## src/hdl/dhps_pkg.sv

```systemverilog
// Package for the double hash pointer set: shared types, codes and hash helpers.
// Used by dhps_front, dhps_back, the top level and the bench; depends on nothing.
package dhps_pkg;

    localparam int          CAPACITY   = 2048;
    localparam logic [31:0] MIX_MUL    = 32'h045d9f3b;
    localparam logic [31:0] H2_SALT    = 32'h0002aaaa;
    localparam logic [11:0] SIZE_RESET = 12'd53;

    typedef enum logic [0:0] {
        OP_INSERT = 1'b0,
        OP_LOOKUP = 1'b1
    } op_t;

    typedef enum logic [2:0] {
        ST_INSERTED = 3'd0,
        ST_PRESENT  = 3'd1,
        ST_FULL     = 3'd2,
        ST_FOUND    = 3'd3,
        ST_MISSING  = 3'd4
    } status_t;

    // Back-end sequencer states
    typedef enum logic [3:0] {
        BK_IDLE,
        BK_MIX1,
        BK_MIX2,
        BK_MIX3,
        BK_MOD,
        BK_ADDR,
        BK_READ,
        BK_CHECK,
        BK_DONE,
        BK_CLEAR
    } bk_state_t;

    // Item as queued between the front and back parts
    typedef struct packed {
        op_t         op;
        logic [63:0] key;
        logic [31:0] folded;
    } item_t;

    // Result handed back from the back part
    typedef struct packed {
        status_t     status;
        logic [10:0] slot;
        logic        load_high;
    } result_t;

    function automatic logic [31:0] xs16(input logic [31:0] x);
        xs16 = (x >> 16) ^ x;
    endfunction

endpackage

```

## src/hdl/dhps_front.sv

```systemverilog
// Front part: accepts items, folds the key and holds them in a two-entry queue.
// Depends on dhps_pkg.
module dhps_front (
    input  logic            aclk,
    input  logic            aresetn,
    input  logic            s_valid,
    output logic            s_ready,
    input  logic            s_op,
    input  logic [63:0]     s_key,
    output logic            q_valid,
    input  logic            q_pop,
    output dhps_pkg::item_t q_item
);

    dhps_pkg::item_t ent_reg [2];
    logic       rd_ptr_reg, wr_ptr_reg;
    logic [1:0] cnt_reg;
    logic       push;

    assign s_ready = (cnt_reg != 2'd2);
    assign push    = s_valid && s_ready;
    assign q_valid = (cnt_reg != 2'd0);
    assign q_item  = ent_reg[rd_ptr_reg];

    // Queue pointers and count
    always_ff @(posedge aclk) begin
        if (!aresetn) begin
            rd_ptr_reg <= 1'b0;
            wr_ptr_reg <= 1'b0;
            cnt_reg    <= 2'd0;
        end else begin
            if (push) wr_ptr_reg <= ~wr_ptr_reg;
            if (q_pop) rd_ptr_reg <= ~rd_ptr_reg;
            cnt_reg <= cnt_reg + {1'b0, push} - {1'b0, q_pop};
        end
    end

    // Queue payload, key folded on entry
    always_ff @(posedge aclk) begin
        if (push) begin
            ent_reg[wr_ptr_reg].op     <= dhps_pkg::op_t'(s_op);
            ent_reg[wr_ptr_reg].key    <= s_key;
            ent_reg[wr_ptr_reg].folded <= s_key[31:0] ^ s_key[63:32];
        end
    end

`ifndef SYNTHESIS
    a_no_pop_empty: assert property (@(posedge aclk) disable iff (!aresetn)
        q_pop |-> q_valid) else $error("pop from empty queue");
    a_cnt_range: assert property (@(posedge aclk) disable iff (!aresetn)
        cnt_reg != 2'd3) else $error("queue count overflow");
    a_full_block: assert property (@(posedge aclk) disable iff (!aresetn)
        (cnt_reg == 2'd2) |-> !s_ready) else $error("accept into full queue");
`endif

endmodule

```

## config.mk

```make
export PLATFORM = sky130hd
export DESIGN_NAME = dhps_front
export DESIGN_NICKNAME = d
export VERILOG_FILES = /design/src/hdl/dhps_pkg.sv /design/src/hdl/dhps_front.sv
export SDC_FILE = /design/constraint.sdc
export NUM_CORES = 1
export LEC_CHECK = 0
export BUFFER_PORTS_ARGS = -buffer_cell sky130_fd_sc_hd__clkbuf_2
export CORE_UTILIZATION = 54
export CTS_BUF_LIST = sky130_fd_sc_hd__clkbuf_16
export DETAILED_ROUTE_END_ITERATION = 8
export HOLD_SLACK_MARGIN = 0.15
export PLACE_DENSITY = 0.79
export SLEW_MARGIN = 15
export SYNTH_ARGS = -nofsm -noshare
export SYNTH_HDL_FRONTEND = slang
export SYNTH_SLANG_ARGS = --single-unit
```

## constraint.sdc

```tcl
create_clock -name aclk -period 5.51 [get_ports aclk]
set_clock_uncertainty 0.15 [all_clocks]
set_input_delay 1.653 -clock aclk [delete_from_list [all_inputs] [get_ports aclk]]
set_output_delay 1.653 -clock aclk [all_outputs]
set_load 0.05 [all_outputs]
```

# Word level (Yosys, flattened, before mapping)
# Memories as Yosys holds them, arrays and structs flattened. A register that Yosys moved wholly into a read port is not among the register bits.
# Cells that the tools add are included.
# op_classes
addsub,2
mux,4
n_reduce_logical,2
n_bitwise,3
n_eq_ne,1
# ops
operator,n
32-bit bitwise XOR,1
1-bit two-way mux,4
2-bit by 1-bit adder with 2-bit output,1
"2-bit inequality test, second input constant",1
1-bit inverter,2
2-bit nonzero test,1
2-bit by 1-bit subtractor with 2-bit output,1
1-bit logical AND,1
# totals
mem_bits_rw,194
in_bits,69
out_inout_bits,99
mem_count,1
regBits,4
# mem_list
name,depth,width,rd,rd_ports_with_merged_regs,write_ports,line,text
ent_reg,2,97,1,1,1,dhps_front.sv:15,dhps_pkg::item_t ent_reg [2];

# Longest topological paths before layout
# Gate-level depths: netlist of the first run.
# logic_depth
depth_word,4
mapped_depth,7

# Worst setup path after synthesis of the first run
# Ideal clock, no wire load.
# synth_timing
path_type,input to register
from,input port s_valid
to,memory ent_reg[1][0] (netlist name) (enable)
slack_ps,942
stages,1
arrival_time_ps,3951
setup_ps,467
required_ps,4893
n_path_buf,0
cell_sequence,and3_1
# synth_between
elab_chain_cells,3
# synth_lines
element,line,text
from (decl),dhps_front.sv:6,"input logic s_valid,"
1-bit logical AND,dhps_front.sv:21,assign push = s_valid && s_ready;
1-bit two-way mux,dhps_front.sv:40,if (push) begin
1-bit two-way mux (implied by the code),dhps_front.sv:43,ent_reg[wr_ptr_reg].folded <= s_key[31:0] ^ s_key[63:32];
to (decl),dhps_front.sv:15,
# Every way passes these cells.

==> flow_summary.toml, run 1 <==
[run_status]
outcome = "finished clean"

[finish]
num_antenna_cells = 0
nets = 612
layout_commonest_cell = "edfxtp_1"
syn2layout_area_growth_pct = 20.4
finalNonFillerCells = 735
n_fill_cell = 939
layout_common_cells = "edfxtp_1 (194), clkbuf_2 (167), mux2_2 (67), xor2_1 (33), mux2_4 (30)"
largest_register_ffs = 194
drive_above_1_share_pct = 54.8

[synthesis]
netlist_instances = 362
synth_area_leaders = "edfxtp_1 (76%), mux2_2 (9.8%), mux2_4 (5.9%)"
synth.distinct_cells = 24
synth_area_per_cell_sq_um = 21.2
synth_top_cell_area_share_pct = 76.0
synth.cell_area_sq_um = 7660
syn_nets = 432
synth_seq_cells = 199
ys_seq_area_share_pct = 77.3
yosysWarningCount = 0
yosysTopAreaCell = "edfxtp_1"

[critical_path]
critPathRequiredTime_ps = 3710
worst-path-max-fanout = 54
cp-start-kind = "register"
reg2reg_setup_slack_ps = 3200
reg2reg_depth = 3
end_kind = "primary output"
arrival_ps = 2270
crit_type = "register to primary output"

[sta]
finalCritPeriodShare_pct = 74.0
setup_violations = 0
rsz0062_at_grt = "false"
setup_tns_ps = 0
layout_min_cycle_time_ps = 4080
tightest_slew_ps = 797
slew_headroom_pct = 46.9
clock.fmax_mhz = 245
report.final.hold_viol_count = 0
final_max_slew_viol_count = 0
hold_ws_ps = 438

[place]
portBuffers = 167
dp_hpwl_um = 8260
gp_congestion = 0.701
place_inst = 703

[global_routing]
grt_max_degree = 57
grtUsageTotal_pct = 17.9
grt_antenna_before_repair = 0
grt-ovfl-total = 0
grt_pass1_wl_um = 19300
grt_pass1_vias = 3841

[clock_network]
cts_tree = "done"
h-tree-depth = 4
cts_buffers = 17
clkSinkCount = 199
cts_hold_buf = 0
postCtsSetupRepairBufs = 0
cts_root_buffer = "clkbuf_16"
post_cts_resized = 0
insertion_delay_ps = 420
clk_path_buf_depth = 2
path_clk_slew_ps = 60

[floorplan]
die_y_um = 121
die_w_um = 121
pin_count = 168
start_util_pct = 55.2
core_sq_um = 13900
num_rows = 43
die_area_sq_um = 14700

[routing]
top_layer = "met4"
ant_nets = 0
dr.pass1.iters = 4
wl_met3_um = 790
via_per_inst = 5.16
met2_length_um = 6360
avgRoutedWirePerCell_um = 17.1
drc = 0
wl_um = 12600
drt-initial-drc-count = 203
vias = 3789
wl_met1_um = 5220

[pwr]
powerDensity_nw_per_um2 = 408
ir_worst_vdd_v = 0.000221
leakage_nw = 3.51

[min_path]
min_path_type = "register to register"
worstHoldPathCells = 2

[run]
max_cap_viol_count = 0
## path summary, 6_finish.rpt
path                          to  startpoint
setup / recovery      q_item[59]    register
hold / removal          register  rd_ptr_reg
setup reg to reg  ent_reg[1][54]  cnt_reg[0]
hold reg to reg         register  rd_ptr_reg
## critical path: stages, from the launching register on
cell and delay (ps):
dfxtp_4 780, buf_12 390, mux2_2 390, clkbuf_2 240
## cells in the mapped netlist, drive strengths merged
master	count
edfxtp	194
mux2	97
xor2	33
buf	11
dfxtp	5
and2	3
a21boi	2
inv	2
nand2	2
nand3b	2
a211o	1
a211oi	1
a21bo	1
and3	1
ha	1
mux2i	1
nand2b	1
nand3	1
nor4b	1
or2	1
xnor2	1
## through the flow
step	cell area, sq um	setup WS, ps	util, %	power, mW
2_1_floorplan	7660	942	-	2.52
3_3_place_gp	8700	1860	62.7	2.68
3_5_place_dp	8700	1850	62.7	2.71
4_1_cts	9230	1380	66.5	3.80
5_1_grt	9230	1340	66.5	3.89
6_report	9230	1430	66.5	3.77
## layout make-up
cell class	instances	area [sq um]	share of cell area, %
flip-flops and latches	199	5930	64.2
multi-input cells	150	1650	17.9
repair buffers	172	886	9.60
clock buffers	17	425	4.61
well taps	180	225	2.44
clock inverters	15	105	1.14
inverters	2	10.0	0.108
## cell families after synthesis
logic type / after synthesis / synth area share (%)
adders and majority gates: 1 / 0.163
buffers and inverters: 13 / 1.22
and+or+nand+nor: 12 / 0.963
muxes: 98 / 15.9
AOI/OAI and AO/OA: 5 / 0.588
xor gates and xnor gates: 34 / 3.89
DFF: 199 / 77.3
## report_power, final
group	switching, mW	leakage (nW)	internal, mW
logic	0.572	1.41	0.221
clock network	0.524	0.246	0.577
registers	0.0470	1.85	1.82
## metal layers
metal,up-vias,global-route usage (%)
met5,-,0
met4,0,8.02
met3,16,4.98
met2,125,30.0
met1,1887,21.4
li1,1761,-
No activity file was read; power rests on OpenSTA's default activity.
==> inputs of run 2 (changes only) <==
==> constraint.sdc (replaced) <==
create_clock -name aclk -period 4.2 [get_ports aclk]
set_clock_uncertainty 0.15 [all_clocks]
set_input_delay 1.26 -clock aclk [delete_from_list [all_inputs] [get_ports aclk]]
set_output_delay 1.26 -clock aclk [all_outputs]
set_load 0.05 [all_outputs]
==> flow_summary.toml, run 2 (same netlist as run 1, synthesis figures left out) <==
[run_status]
outcome = "finished clean"

[routing]
drt-initial-drc-count = 189
dr.pass1.iters = 4
drc = 0
via_per_inst = 5.12
vias = 3776
ant_nets = 0
wl_um = 12600
avgRoutedWirePerCell_um = 17.0

[floorplan]
core_sq_um = 13900
pin_count = 168
die_y_um = 121
start_util_pct = 55.2
die_area_sq_um = 14700
num_rows = 43
die_w_um = 121

[finish]
nets = 614
design_area_sq_um = 9280
layout_common_cells = "edfxtp_1 (194), clkbuf_2 (167), mux2_2 (67), xor2_1 (33), mux2_4 (30)"
syn2layout_area_growth_pct = 21.1
n_fill_cell = 937
largest_register_ffs = 194
drive_above_1_share_pct = 55.1
layout_commonest_cell = "edfxtp_1"
num_antenna_cells = 0

[place]
gp_congestion = 0.757
dpl_cell_area_sq_um = 8730
dp_hpwl_um = 8470
portBuffers = 167

[clock_network]
cts_hold_buf = 0
cts_root_buffer = "clkbuf_16"
clkSinkCount = 199
insertion_delay_ps = 420
post_cts_resized = 0
clk_path_buf_depth = 2
cts_buffers = 17
cts_tree = "done"
path_clk_slew_ps = 70
postCtsSetupRepairBufs = 0
h-tree-depth = 4

[sta]
tightest_slew_ps = 628
hold_ws_ps = 430
report.final.hold_viol_count = 0
layout_min_cycle_time_ps = 3510
rsz0062_at_grt = "false"
slew_headroom_pct = 58.1
final_max_slew_viol_count = 0
setup_violations = 0
finalCritPeriodShare_pct = 83.5
clock.fmax_mhz = 285
setup_tns_ps = 0

[global_routing]
grt_pass1_vias = 3922
grt_pass1_wl_um = 19400
grt_max_degree = 60
grtUsageTotal_pct = 17.9
grt-ovfl-total = 0
grt_antenna_before_repair = 0

[min_path]
min_path_type = "register to register"
worstHoldPathCells = 2

[pwr]
leakage_nw = 3.55
ir_worst_vdd_v = 0.000327
powerDensity_nw_per_um2 = 539

[critical_path]
critPathRequiredTime_ps = 2790
cp-start-kind = "register"
endpoint = "q_item[30]"
timing.rr.end = "ent_reg[0][87]"
reg2reg_depth = 4
end_kind = "primary output"
worst-path-max-fanout = 38
crit_type = "register to primary output"
arrival_ps = 2100
r2r-start = "cnt_reg[0]"
reg2reg_setup_slack_ps = 2020

[run]
max_cap_viol_count = 0
## run 2: where the power goes
part	total (mW)	internal (mW)	switching, mW
Sequential	2.45	2.39	0.0555
Combinational	1.05	0.294	0.758
Clock	1.51	0.819	0.686
Total	5.01	3.51	1.50
## run 2: worst min path at each step
stage                from    endpoint  slack, ps
5_1_grt        rd_ptr_reg    register        480
2_1_floorplan  wr_ptr_reg  wr_ptr_reg        380
3_3_place_gp   rd_ptr_reg    register        410
4_1_cts        rd_ptr_reg    register        440
3_5_place_dp   rd_ptr_reg    register        430
6_report       rd_ptr_reg    register        430
## run 2: final cells by class
type	instances	area, sq um	area share [%]
sequential	199	5930	63.9
tap	180	225	2.43
multi-input combinational	150	1650	17.8
clock buffer	17	425	4.58
inverter	2	10.0	0.108
timing repair buffer	174	913	9.84
clock inverter	15	128	1.38
## run 2: critical path, stage by stage (launching register included)
cell,delay [ps]
dfxtp_4,690
buf_12,310
mux2_2,390
clkbuf_2,240
## run 2: layer usage
layer | vias up | part of all wire [%] | GRT usage (%)
met1 | 1871 | 41 | 21.2
met2 | 112 | 50 | 30.0
li1 | 1773 | - | -
met3 | 20 | 6.4 | 6.20
met4 | 0 | 2.1 | 7.48
met5 | - | 0 | 0
## run 2: stage by stage
step                cells  total power, mW  worst slack, ps  utilization [%]
finish                737             5.01              694             66.9
floorplan             362             3.31             24.6                -
detailed placement    705             3.56             1110             62.9
global placement      705             3.53             1130             62.9
CTS                   737             5.05              647             66.9
global route          737             5.18              583             66.9
==> inputs of run 3 (changes only) <==
==> constraint.sdc (replaced) <==
create_clock -name aclk -period 3.35 [get_ports aclk]
set_clock_uncertainty 0.15 [all_clocks]
set_input_delay 1.005 -clock aclk [delete_from_list [all_inputs] [get_ports aclk]]
set_output_delay 1.005 -clock aclk [all_outputs]
set_load 0.05 [all_outputs]
==> flow_summary.toml, run 3 (same netlist as run 1, synthesis figures left out) <==
[routing]
drt-initial-drc-count = 189
dr.pass1.iters = 4
wl_um = 12000
ant_nets = 0
avgRoutedWirePerCell_um = 16.3
vias = 3724
drc = 0
via_per_inst = 5.07

[sta]
layout_min_cycle_time_ps = 3090
setup_tns_ps = 0
hold_ws_ps = 454
tightest_slew_ps = 705
finalCritPeriodShare_pct = 92.3
rsz0062_at_grt = "false"
final_max_slew_viol_count = 0
clock.fmax_mhz = 323
slew_headroom_pct = 53.0
report.final.hold_viol_count = 0
setup_violations = 0

[floorplan]
core_sq_um = 13900
die_y_um = 121
die_w_um = 121
die_area_sq_um = 14700
pin_count = 168
num_rows = 43
start_util_pct = 55.2

[clock_network]
clkSinkCount = 199
insertion_delay_ps = 420
post_cts_resized = 0
cts_hold_buf = 0
path_clk_slew_ps = 70
cts_buffers = 17
postCtsSetupRepairBufs = 0
cts_root_buffer = "clkbuf_16"
clk_path_buf_depth = 2
cts_tree = "done"
h-tree-depth = 4

[critical_path]
cp-start-kind = "register"
crit_type = "register to primary output"
critPathRequiredTime_ps = 2190
end_kind = "primary output"
arrival_ps = 1940
worst-path-max-fanout = 42
r2r-start = "cnt_reg[0]"

[pwr]
leakage_nw = 3.57
powerDensity_nw_per_um2 = 695
total_power_mw = 6.50
ir_worst_vdd_v = 0.000428

[run_status]
outcome = "finished clean"

[place]
portBuffers = 167
gp_congestion = 0.689
dp_hpwl_um = 7890

[finish]
layout_commonest_cell = "edfxtp_1"
n_fill_cell = 928
num_antenna_cells = 0
layout_common_cells = "edfxtp_1 (194), clkbuf_2 (167), mux2_2 (67), xor2_1 (33), mux2_4 (30)"
nets = 612
largest_register_ffs = 194
drive_above_1_share_pct = 54.8
syn2layout_area_growth_pct = 22.0

[run]
max_cap_viol_count = 0

[global_routing]
grt_use_met1_pct = 19.7
grtUsageMet3_pct = 6.63
grt_antenna_before_repair = 0
grt_pass1_vias = 3647
grt.busiest_layer = "met2"
grt_pass1_wl_um = 18000
grt-ovfl-total = 0
grtUsageTotal_pct = 16.9
grt_max_degree = 98
grt_use_met2_pct = 27.3

[min_path]
min_path_type = "register to register"
worst_hold_startpoint = "rd_ptr_reg"
-- run 3: stage by stage --
step / cell area, sq um / setup slack [ps] / util [%] / instances
2_1_floorplan: 7670 / 228 / - / 362
3_3_place_gp: 8730 / 690 / 62.9 / 703
3_5_place_dp: 8730 / 677 / 62.9 / 703
4_1_cts: 9350 / 220 / 67.4 / 735
5_1_grt: 9350 / 168 / 67.4 / 735
6_report: 9350 / 258 / 67.4 / 735
-- run 3: worst paths after layout --
| kind | endpoint | slack (ps) | cells past startpoint |
|---|---|---|---|
| worst max-delay path | q_item[2] | 260 | 3 |
| worst min-delay path | rd_ptr_reg | 450 | 2 |
| worst max register to register | ent_reg[0][61] | 1360 | 4 |
| worst min register to register | rd_ptr_reg | 450 | 2 |
-- run 3: power breakdown --
| group | internal, mW | switching (mW) |
|---|---|---|
| Sequential | 3.00 | 0.0642 |
| Combinational | 0.368 | 0.947 |
| Clock | 1.26 | 0.865 |
-- run 3: layer usage --
layer	up-vias	part of all wire [%]
met5	-	0
met4	0	2.3
met3	22	7.4
met2	125	50
met1	1803	41
li1	1774	-
-- run 3: area by class of cell --
type                       count  area, sq um  area share [%]
multi-input combinational    150         1650            17.6
tap                          180          225            2.41
inverter                       2         11.3           0.120
clock inverter                15          200            2.14
clock buffer                  17          425            4.55
sequential                   199         5930            63.4
timing repair buffer         172          911            9.74
-- run 3: worst max-delay path: stages (launching register included) --
cell	delay (ps)
dfxtp_4	570
buf_12	310
mux2_2	380
clkbuf_2	240
